--- src/rtl/cfcc_pkg.sv ---
// ----------------------------------------------------------------------------
// cfcc_pkg
// shared types, constants and a crc helper for the can frame crc8 checker
// ----------------------------------------------------------------------------
package cfcc_pkg;

    localparam int unsigned FRAME_W         = 64;
    localparam int unsigned BYTE_W          = 8;
    localparam int unsigned LEN_W           = 4;
    localparam int unsigned COUNT_W         = 32;
    localparam int unsigned ALIVE_W         = 4;
    localparam int unsigned ADDR_W          = 5;
    localparam int unsigned DATA_W          = 64;
    localparam int unsigned MAX_FRAME_BYTES = 8;
    localparam int unsigned MIN_FRAME_BYTES = 2;

    localparam logic [BYTE_W-1:0]  CRC_POLY    = 8'h2F;
    localparam logic [BYTE_W-1:0]  CRC_INIT    = 8'h00;
    localparam logic [BYTE_W-1:0]  HIGH_NIBBLE = 8'hF0;
    localparam logic [LEN_W-1:0]   LEN_RESET   = 4'd8;
    localparam logic [COUNT_W-1:0] COUNT_MAX   = 32'hFFFF_FFFF;

    // register index, taken from paddr[4:3]
    localparam logic [1:0] REG_MAGIC_LOW  = 2'd0;
    localparam logic [1:0] REG_MAGIC_HIGH = 2'd1;
    localparam logic [1:0] REG_MSG_LENGTH = 2'd2;

    typedef struct packed {
        logic [DATA_W-1:0] magic_low;
        logic [DATA_W-1:0] magic_high;
        logic [LEN_W-1:0]  msg_length;
    } t_cfg;

    typedef struct packed {
        logic               crc_match;
        logic [BYTE_W-1:0]  crc_computed;
        logic [BYTE_W-1:0]  crc_received;
        logic [ALIVE_W-1:0] alive_count;
    } t_check;

    // byte fed into the crc, followed by nbytes-1 zero bytes (init zero)
    function automatic logic [BYTE_W-1:0] crc8_advance(
        input logic [BYTE_W-1:0] b,
        input int unsigned       nbytes
    );
        logic [BYTE_W-1:0] c;
        c = b;
        for (int unsigned i = 0; i < BYTE_W * nbytes; i++) begin
            if (c[BYTE_W-1]) begin
                c = {c[BYTE_W-2:0], 1'b0} ^ CRC_POLY;
            end else begin
                c = {c[BYTE_W-2:0], 1'b0};
            end
        end
        return c;
    endfunction

endpackage

--- src/rtl/cfcc_crc.sv ---
// ----------------------------------------------------------------------------
// cfcc_crc
// parallel crc8 of one frame, magic xor and compare
// ----------------------------------------------------------------------------
module cfcc_crc #(
    parameter int unsigned MAX_FRAME_BYTES = cfcc_pkg::MAX_FRAME_BYTES
) (
    input  logic [cfcc_pkg::FRAME_W-1:0] i_frame,
    input  cfcc_pkg::t_cfg               i_cfg,
    output cfcc_pkg::t_check             o_check
);

    localparam int unsigned NPAY = MAX_FRAME_BYTES - 1;

    logic [cfcc_pkg::LEN_W-1:0]   len;
    logic [cfcc_pkg::LEN_W-1:0]   shift;
    logic [cfcc_pkg::BYTE_W-1:0]  pay  [NPAY];
    logic [cfcc_pkg::BYTE_W-1:0]  slot [NPAY];
    logic [cfcc_pkg::BYTE_W-1:0]  crc;
    logic [cfcc_pkg::BYTE_W-1:0]  magic;
    logic [cfcc_pkg::DATA_W-1:0]  magic_word;
    logic [cfcc_pkg::ALIVE_W-1:0] alive;
    logic [cfcc_pkg::BYTE_W-1:0]  received;

    // clamp the length into the supported range
    always_comb begin
        if (i_cfg.msg_length < cfcc_pkg::LEN_W'(cfcc_pkg::MIN_FRAME_BYTES)) begin
            len = cfcc_pkg::LEN_W'(cfcc_pkg::MIN_FRAME_BYTES);
        end else if (i_cfg.msg_length > cfcc_pkg::LEN_W'(MAX_FRAME_BYTES)) begin
            len = cfcc_pkg::LEN_W'(MAX_FRAME_BYTES);
        end else begin
            len = i_cfg.msg_length;
        end
    end

    assign shift = cfcc_pkg::LEN_W'(MAX_FRAME_BYTES) - len;

    // payload bytes, alive nibble masked out of byte 1
    always_comb begin
        for (int m = 0; m < NPAY; m++) begin
            pay[m] = i_frame[cfcc_pkg::BYTE_W*(m+1) +: cfcc_pkg::BYTE_W];
        end
        pay[0] = pay[0] & cfcc_pkg::HIGH_NIBBLE;
    end

    // right-align the used bytes; leading zero bytes leave a zero-init crc alone
    always_comb begin
        for (int m = 0; m < NPAY; m++) begin
            slot[m] = '0;
            for (int k = 0; k < NPAY; k++) begin
                if ((cfcc_pkg::LEN_W'(k) + shift) == cfcc_pkg::LEN_W'(m)) begin
                    slot[m] = pay[k];
                end
            end
        end
    end

    // each slot has a fixed distance to the end, including the trailing zero byte
    always_comb begin
        crc = cfcc_pkg::CRC_INIT;
        for (int m = 0; m < NPAY; m++) begin
            crc = crc ^ cfcc_pkg::crc8_advance(slot[m], MAX_FRAME_BYTES - m);
        end
    end

    assign received   = i_frame[cfcc_pkg::BYTE_W-1:0];
    assign alive      = i_frame[cfcc_pkg::BYTE_W +: cfcc_pkg::ALIVE_W];
    assign magic_word = alive[3] ? i_cfg.magic_high : i_cfg.magic_low;
    assign magic      = magic_word[cfcc_pkg::BYTE_W*alive[2:0] +: cfcc_pkg::BYTE_W];

    assign o_check.crc_computed = crc ^ magic;
    assign o_check.crc_received = received;
    assign o_check.alive_count  = alive;
    assign o_check.crc_match    = ((crc ^ magic) == received);

endmodule

--- config.mk ---
export PLATFORM = sky130hd
export DESIGN_NAME = cfcc_crc
export DESIGN_NICKNAME = d
export VERILOG_FILES = /design/src/rtl/cfcc_pkg.sv /design/src/rtl/cfcc_crc.sv
export SDC_FILE = /design/constraint.sdc
export NUM_CORES = 1
export LEC_CHECK = 0
export BUFFER_PORTS_ARGS = -buffer_cell sky130_fd_sc_hd__buf_2
export CAP_MARGIN = 10
export CORE_ASPECT_RATIO = 0.8
export CORE_MARGIN = 10
export CORE_UTILIZATION = 30
export DETAILED_ROUTE_END_ITERATION = 10
export GPL_TIMING_DRIVEN = 0
export MAX_ROUTING_LAYER = met4
export PLACE_DENSITY = 0.62
export SYNTH_ARGS = -nofsm -noshare
export SYNTH_HDL_FRONTEND = slang
export SYNTH_SLANG_ARGS = --single-unit
--- constraint.sdc ---
create_clock -name vclk -period 9.4
set_input_delay 0.47 -clock vclk [all_inputs]
set_output_delay 0.47 -clock vclk [all_outputs]
set_load 0.05 [all_outputs]
==> reports/summary.txt, run 1 <==
DR vias: 8669
Kind of launch point of the worst setup path: input port
Time the worst path needs with I/O delays and setup: 8.27 ns
Max Cap Viol: 0
Distinct cell type count of the synthesized netlist: 97
Hold Buf Count CTS: 0
Setup TNS: 0 ns
Highest attainable clock frequency: 121 MHz
Slew headroom: 0.203
Post-Synthesis Net Count: 1086
Arr. time, crit path: 7.80 ns
Post-synthesis instance area: 7490 sq um
Final worst path period share: 0.880
Critical hold path startpoint: i_frame[8]
Wire length of the first global-routing pass: 56700 microns
Cell seen most often among critical-path stages: sky130_fd_sc_hd__buf_2
Die Width: 197 microns
Clock Buffer Count: 0
Buf+Inv Stages, Crit Path: 8
Antenna violation net count after detailed routing: 0
Critical Path Slowest Stage Cell: sky130_fd_sc_hd__a221oi_1
Yosys top cell area share: 0.132
Final Net Count: 1296
Overall fraction of global-route tracks in use: 0.238
Area grow syn2layout: 19.3%
Maximum fanout encountered on the critical timing path: 11
GRT overflow: 0
Avg Synthesized Cell Area: 8.52 sq um
Num sequential: 0
Ratio of cells with drive above 1 in the final layout: 0.307
RSZ-0062 raised after global routing: false
Sum of routed wire length over all layers: 39000 microns
Synth warnings: 0
Worst hold path cell count: 2
Critical path data required time: 8.93 ns
Number of buffers inserted by port buffering: 208
Number of violations reported at the end of detailed-routing iteration 0: 1087
Maximum number of pins on one net before global-route repair: 12
Synth top cells by count: sky130_fd_sc_hd__xnor2_1, sky130_fd_sc_hd__nand2_1, sky130_fd_sc_hd__xor2_1
Count of final setup violators: 0
HPWL after DPL: 33500 microns
Detail-routed via count per cell: 6.16
Largest delay contributor family on the critical path: XOR/XNOR gates
Total iterations of the first detailed-routing run: 6
Die Area: 31700 sq um
Biggest area contributors in the synthesized netlist: sky130_fd_sc_hd__xnor3_1, sky130_fd_sc_hd__mux4_2, sky130_fd_sc_hd__xnor2_1, sky130_fd_sc_hd__xor2_1, sky130_fd_sc_hd__nand2_1
Initial antenna violation count: 2
Critical Path Sink Type: output port
Placeable Area: 24400 sq um
Number of primary I/O pins: 217
Vias in the first global route: 8660
Instance count of the mapped netlist: 879
Dominant cell type by area after synthesis: sky130_fd_sc_hd__xnor3_1
Final Hold Viols: 0
Total area of sequential cells: 0 sq um
Most used standard cell by instance count after synthesis: sky130_fd_sc_hd__xnor2_1
DRC violation count after routing: 0
Average routed wire per standard cell: 27.7 microns
DIE HEIGHT: 161 microns
Class of the worst hold path: in2out
Critical path cell sequence: buf_2 > clkbuf_1 > a21o_1 > ha_1 > buf_4 > xnor2_4 > inv_2 > buf_2 > ha_1 > buf_2 > nor2b_1 > and2_1 > buf_1 > nor3_1 > a221oi_1 > xnor3_1 > xnor2_2 > xor3_1 > xnor3_1 > xnor3_2 > xnor2_1 > a2111o_1 > nor4_2 > buf_2
Endpoint with the worst hold slack: o_check[0]
Sequential area share after synthesis: 0
Pin slew with the least headroom to its limit: 1.19 ns
Effective utilization at floorplan: 0.307
Final GP Congestion: 1.01
Number of setup buffers added after CTS: 0
Number of core rows: 51
Number of slew-limit violations in the final report: 0
WS Path Type: in2out
Longest individual stage delay on the worst path: 0.65 ns
Run status: complete, no violations
Quantity of gates resized following cts: 0
==> cells in the final DEF (no fill, tap or decap), types with 7 or more instances in the layout <==
cell type | netlist | layout
sky130_fd_sc_hd__buf_2 | 14 | 222
sky130_fd_sc_hd__xnor2_1 | 90 | 90
sky130_fd_sc_hd__nand2_1 | 84 | 84
sky130_fd_sc_hd__xor2_1 | 49 | 49
sky130_fd_sc_hd__o21ai_0 | 48 | 48
sky130_fd_sc_hd__xnor3_1 | 44 | 44
sky130_fd_sc_hd__nor2_1 | 42 | 42
sky130_fd_sc_hd__mux4_2 | 40 | 40
sky130_fd_sc_hd__a31oi_1 | 34 | 34
sky130_fd_sc_hd__clkbuf_1 | 31 | 31
sky130_fd_sc_hd__nand3_1 | 29 | 29
sky130_fd_sc_hd__a221oi_1 | 21 | 21
sky130_fd_sc_hd__a21oi_1 | 20 | 20
sky130_fd_sc_hd__and2_1 | 19 | 19
sky130_fd_sc_hd__inv_1 | 18 | 18
sky130_fd_sc_hd__o211ai_1 | 17 | 17
sky130_fd_sc_hd__buf_4 | 16 | 16
sky130_fd_sc_hd__nor3_1 | 14 | 14
sky130_fd_sc_hd__o221ai_1 | 12 | 12
sky130_fd_sc_hd__o22ai_1 | 12 | 12
sky130_fd_sc_hd__a211oi_1 | 12 | 12
sky130_fd_sc_hd__ha_1 | 11 | 11
sky130_fd_sc_hd__and3_1 | 10 | 10
sky130_fd_sc_hd__buf_1 | 9 | 9
sky130_fd_sc_hd__nor2b_1 | 8 | 8
sky130_fd_sc_hd__o31a_1 | 8 | 8
sky130_fd_sc_hd__nand4_1 | 8 | 8
sky130_fd_sc_hd__mux2_2 | 7 | 7
sky130_fd_sc_hd__o21a_1 | 7 | 7
sky130_fd_sc_hd__o31ai_1 | 7 | 7
sky130_fd_sc_hd__o21ai_1 | 7 | 7
sky130_fd_sc_hd__a211o_1 | 7 | 7
sky130_fd_sc_hd__nor3b_1 | 7 | 7
==> metal layers <==
metal,track usage,wire [microns],vias up
li1,-,-,3778
met1,0.315,16200,4144
met2,0.365,17000,671
met3,0.0555,4920,76
met4,0.0433,850,0
met5,-,0,-
==> logic make-up (layout without fill, tap and decap cells) <==
kind of cell             count (synthesis)  count (layout)  synth area share
other                                    0               2                 0
AND/OR/NAND/NOR                        259             259             0.181
adder cells (fa/ha/maj)                 11              11            0.0184
multiplexers                            50              50             0.135
AO/OA/AOI/OAI                          269             269             0.270
buffers and inverters                   94             302            0.0625
XOR/XNOR                               196             196             0.333
==> how the worst max path moves through the flow <==
stage	to	start	depth (start not counted)	slack [ns]
3_3_place_gp	o_check[20]	i_cfg[3]	24	1.39
4_1_cts	o_check[20]	i_cfg[3]	24	1.33
3_5_place_dp	o_check[20]	i_cfg[3]	24	1.32
5_1_grt	o_check[20]	i_cfg[3]	22	0.86
2_1_floorplan	o_check[20]	i_cfg[2]	22	1.80
6_report	o_check[20]	i_cfg[3]	24	1.13
==> per-stage QoR <==
step	setup WS [ns]	util	cell area [sq um]	hold slack [ns]	cells
floorplan	1.80	-	7490	1.11	879
global placement	1.39	0.365	8930	1.25	1405
detailed placement	1.32	0.365	8930	1.25	1405
CTS	1.33	0.365	8930	1.25	1405
global route	0.861	0.366	8940	1.26	1407
finish	1.13	0.366	8940	1.25	1407
==> cell type report <==
| type | instances | area (sq um) |
|---|---|---|
| Tap cell | 318 | 398 |
| Buffer | 75 | 397 |
| Antenna cell | 2 | 5.00 |
| Inverter | 19 | 71.3 |
| Timing Repair Buffer | 208 | 1040 |
| Multi-Input combinational cell | 785 | 7020 |
| Fill cell | 2600 | 15500 |
Power of run 1 is left out: the tool's default activity adds up to more than one toggle a clock period on the data nets, which glitch-free logic cannot reach.
==> run 2, diff against run 1 <==
CORE_ASPECT_RATIO = 0.7   (was 0.8)
==> run 2 against run 1 <==
Wire length is 1.6% higher. Non-clock buffer count is 1 higher. Design area is 0.15% higher. Critical path type unchanged. Largest cell class unchanged.
==> reports/summary.txt, run 2 (synthesis gave the netlist of run 1 again) <==
Commonest non-fill, non-tap cells in the layout: sky130_fd_sc_hd__buf_2, sky130_fd_sc_hd__xnor2_1, sky130_fd_sc_hd__nand2_1, sky130_fd_sc_hd__xor2_1, sky130_fd_sc_hd__o21ai_0
Final worst path period share: 0.879 (about the same)
Final Hold Viols: 0 (unchanged)
Placeable Area: 24600 sq um (+0.75%)
Wire length of the first global-routing pass: 57300 microns (+0.95%)
Number of setup buffers added after CTS: 0 (unchanged)
Overall fraction of global-route tracks in use: 0.238 (+0.000684)
Total iterations of the first detailed-routing run: 7 (+1)
Time the worst path needs with I/O delays and setup: 8.26 ns (-0.00620 ns)
Pin slew with the least headroom to its limit: 1.07 ns (-0.122 ns)
Average routed wire per standard cell: 28.0 microns (+1.0%)
Effective utilization at floorplan: 0.304 (-0.00229)
Sum of routed wire length over all layers: 39600 microns (+1.6%)
GRT overflow: 0 (unchanged)
Placed Cells incl. Taps: 1412 (+0.50%)
Num sequential: 0 (unchanged)
Total area of sequential cells: 0 sq um (unchanged)
Final Net Count: 1297 (+0.077%)
HPWL after DPL: 33800 microns (+0.91%)
Initial antenna violation count: 2 (unchanged)
Die Width: 209 microns (+6.2%)
Setup TNS: 0 ns (unchanged)
Clock Buffer Count: 0 (unchanged)
Hold Buf Count CTS: 0 (unchanged)
Highest attainable clock frequency: 121 MHz (about the same)
RSZ-0062 raised after global routing: false
Number of violations reported at the end of detailed-routing iteration 0: 1341 (+23%)
Worst Hold Slack: 1.25 ns (-0.000500 ns)
Slew headroom: 0.285 (+0.0817)
Pre-CTS setup slack: 1.10 ns (-0.221 ns)
Fin worst setup slack: 1.14 ns (+0.00620 ns)
Class of the worst hold path: in2out
Max Cap Viol: 0 (unchanged)
Kind of launch point of the worst setup path: input port
Number of core rows: 48 (-5.9%)
DRC violation count after routing: 0 (unchanged)
DIE HEIGHT: 152 microns (-5.7%)
Count of final setup violators: 0 (unchanged)
Critical path data required time: 8.93 ns (about the same)
Final GP Congestion: 1.05 (+4.4%)
Number of primary I/O pins: 217 (unchanged)
WS Path Type: in2out
Arr. time, crit path: 7.79 ns (about the same)
Antenna violation net count after detailed routing: 0 (unchanged)
Non-Filler Instances: 1415 (+0.57%)
Ratio of cells with drive above 1 in the final layout: 0.308 (+0.000637)
Critical Path Sink Type: output port
Detail-routed via count per cell: 6.22 (+0.88%)
Die Area: 31800 sq um (+0.20%)
Number of slew-limit violations in the final report: 0 (unchanged)
Maximum fanout encountered on the critical timing path: 11 (unchanged)
Area grow syn2layout: 19.5%
Most frequent standard cell in the layout excluding fill and tap cells: sky130_fd_sc_hd__buf_2
Number of buffers inserted by port buffering: 208 (unchanged)
DR vias: 8795 (+1.5%)
Quantity of gates resized following cts: 0 (unchanged)
Run status: complete, no violations
Vias in the first global route: 8749 (+1.0%)
Maximum number of pins on one net before global-route repair: 12 (unchanged)
## run 2: critical path: stages
cell,delay (ns)
sky130_fd_sc_hd__buf_2,0.18
sky130_fd_sc_hd__clkbuf_1,0.41
sky130_fd_sc_hd__a21o_1,0.21
sky130_fd_sc_hd__ha_1,0.23
sky130_fd_sc_hd__buf_4,0.23
sky130_fd_sc_hd__xnor2_4,0.20
sky130_fd_sc_hd__inv_2,0.13
sky130_fd_sc_hd__buf_2,0.29
sky130_fd_sc_hd__ha_1,0.20
sky130_fd_sc_hd__buf_2,0.25
sky130_fd_sc_hd__nor2b_1,0.45
sky130_fd_sc_hd__and2_1,0.19
sky130_fd_sc_hd__buf_1,0.42
sky130_fd_sc_hd__nor3_1,0.12
sky130_fd_sc_hd__a221oi_1,0.66
sky130_fd_sc_hd__xnor3_1,0.35
sky130_fd_sc_hd__xnor2_2,0.26
sky130_fd_sc_hd__xor3_1,0.53
sky130_fd_sc_hd__xnor3_1,0.39
sky130_fd_sc_hd__xnor3_2,0.44
sky130_fd_sc_hd__xnor2_1,0.17
sky130_fd_sc_hd__a2111o_1,0.43
sky130_fd_sc_hd__nor4_2,0.26
sky130_fd_sc_hd__buf_2,0.30
## run 2: layout make-up
cell class         instances  area, sq um
well taps                325          407
inverters                 19         71.3
repair buffers           209         1050
diodes                     2         5.00
fillers                 2633        15700
multi-input cells        785         7020
plain buffers             75          397
## run 2: metrics by stage
step	util	cell area, sq um
4_1_cts	0.363	8940
3_3_place_gp	0.363	8940
6_report	0.363	8950
5_1_grt	0.363	8950
3_5_place_dp	0.363	8940
2_1_floorplan	-	7490
## run 2: worst paths after layout
kind  depth (start not counted)          end         from  slack, ns
max                          24  o_check[20]     i_cfg[3]       1.14
min                           2   o_check[3]  i_frame[11]       1.25
## run 2: routing by layer
layer	track usage	up-vias	wire length, microns
met2	0.331	714	15700
met5	-	-	0
met1	0.323	4212	17000
li1	-	3796	-
met3	0.0829	73	5840
met4	0.0526	0	1020
Power of run 2 is left out for the same reason.
==> run 3, diff against run 2 <==
REMOVE_ABC_BUFFERS = 1   (was default)
==> run 3 against run 2 <==
Flip-flop and latch count is the same. Clock-buffer cell count is the same. Maximum frequency shrank 8.3%. Global-route usage shrank 2.6 points. Critical path depth shrank 3. Critical endpoint unchanged.
==> reports/summary.txt, run 3 (synthesis gave the netlist of run 1 again) <==
Run status: complete, no violations
Ratio of cells with drive above 1 in the final layout: 0.303 (-0.00487)
Initial antenna violation count: 2 (unchanged)
Critical Path Slowest Stage Cell: sky130_fd_sc_hd__o31ai_1
Highest Signal Layer: met4
Effective utilization at floorplan: 0.304 (unchanged)
GRT overflow: 0 (unchanged)
Kind of launch point of the worst setup path: input port
Largest delay contributor family on the critical path: XOR/XNOR gates
Highest attainable clock frequency: 111 MHz (-8.3%)
WL met2: 14500 microns (-7.6%)
Number of slew-limit violations in the final report: 0 (unchanged)
Sum of routed wire length over all layers: 35300 microns (-11%)
Vias in the first global route: 8110 (-7.3%)
Number of setup buffers added after CTS: 0 (unchanged)
Antenna violation net count after detailed routing: 0 (unchanged)
Worst hold path cell count: 2 (unchanged)
Number of buffers inserted by port buffering: 217 (+4.3%)
WS Path Type: in2out
Placeable Area: 24600 sq um (unchanged)
Pin slew with the least headroom to its limit: 1.18 ns (+0.106 ns)
Critical path cell sequence: buf_2 > and2b_1 > nand2_1 > ha_1 > buf_16 > xnor2_4 > ha_1 > inv_1 > o31ai_1 > nor2_2 > o311ai_0 > a221oi_1 > xnor3_1 > xnor2_2 > xor3_1 > xnor3_1 > xnor3_2 > xnor2_1 > a2111o_1 > nor4_2 > buf_2
DRC violation count after routing: 0 (unchanged)
Total area of sequential cells: 0 sq um (unchanged)
Longest individual stage delay on the worst path: 0.91 ns (+0.25 ns)
Most frequent standard cell in the layout excluding fill and tap cells: sky130_fd_sc_hd__buf_2
Final GP Congestion: 1.03 (-2.3%)
Count of final setup violators: 0 (unchanged)
Area grow syn2layout: 15.1%
Average routed wire per standard cell: 26.2 microns (-6.4%)
Time the worst path needs with I/O delays and setup: 9.01 ns (+0.749 ns)
Critical path data required time: 8.93 ns (about the same)
Final worst path period share: 0.959 (+0.0796)
Quantity of gates resized following cts: 0 (unchanged)
Setup TNS: 0 ns (unchanged)
Number of fillers in the final layout: 2600 (-1.3%)
Combined area of the multi-input logic cells: 7020 sq um (unchanged)
Wire length on met3: 5120 microns (-12%)
Post-Route M1 WL: 15200 microns (-11%)
Total iterations of the first detailed-routing run: 6 (-1)
HPWL after DPL: 30300 microns (-10%)
RSZ-0062 raised after global routing: false
DIE HEIGHT: 152 microns (unchanged)
Endpoint with the worst hold slack: o_check[8]
Die Width: 209 microns (unchanged)
Clock Buffer Count: 0 (unchanged)
Number of violations reported at the end of detailed-routing iteration 0: 1086 (-19%)
Maximum number of pins on one net before global-route repair: 34 (+22)
Maximum fanout encountered on the critical timing path: 24 (+13)
Startpoint of the worst setup timing path: i_cfg[3]
Detail-routed via count per cell: 6.17 (-0.75%)
Max Cap Viol: 0 (unchanged)
Commonest non-fill, non-tap cells in the layout: sky130_fd_sc_hd__buf_2, sky130_fd_sc_hd__xnor2_1, sky130_fd_sc_hd__nand2_1, sky130_fd_sc_hd__xor2_1, sky130_fd_sc_hd__o21ai_0
Overall fraction of global-route tracks in use: 0.212 (-0.0260)
Num sequential: 0 (unchanged)
Arr. time, crit path: 8.54 ns (+0.75 ns)
Buf+Inv Stages, Crit Path: 4 (-4)
Slew headroom: 0.208 (-0.0775)
Die Area: 31800 sq um (unchanged)
Number of primary I/O pins: 217 (unchanged)
Critical hold path startpoint: i_frame[4]
Final Hold Viols: 0 (unchanged)
Hold Buf Count CTS: 0 (unchanged)
Number of core rows: 48 (unchanged)
Class of the worst hold path: in2out
Final Net Count: 1232 (-5.0%)
Critical Path Sink Type: output port
Wire length of the first global-routing pass: 52000 microns (-9.3%)
DR vias: 8322 (-5.4%)
run 3: worst max path at each step:
stage                   to  slack (ns)  cells after the start
2_1_floorplan  o_check[20]        1.44                     18
3_3_place_gp   o_check[20]        0.21                     20
3_5_place_dp   o_check[20]        0.33                     20
4_1_cts        o_check[20]        0.28                     20
5_1_grt        o_check[20]        0.10                     21
6_report       o_check[20]        0.39                     21
run 3: per-stage QoR:
stage | utilization | worst slack, ns | hold WS [ns] | instance area [sq um] | instances
final | 0.350 | 0.388 | 1.24 | 8630 | 1349
after global routing | 0.350 | 0.101 | 1.26 | 8630 | 1349
after CTS | 0.349 | 0.277 | 1.25 | 8600 | 1347
after detailed placement | 0.349 | 0.331 | 1.25 | 8600 | 1347
after global placement | 0.349 | 0.207 | 1.25 | 8590 | 1346
after floorplan | - | 1.44 | 0.940 | 7100 | 804
run 3: per-layer routing:
metal / vias up / global-route usage
met5: - / -
met4: 0 / 0.0287
met3: 40 / 0.0588
met2: 702 / 0.307
met1: 3913 / 0.294
li1: 3667 / -
run 3: area by class of cell:
type / instances / share of cell area
tap: 325 / 0.0471
timing repair buffer: 219 / 0.130
multi-input combinational: 785 / 0.814
antenna: 1 / 0.000290
inverter: 19 / 0.00827
Power of run 3 is left out for the same reason.
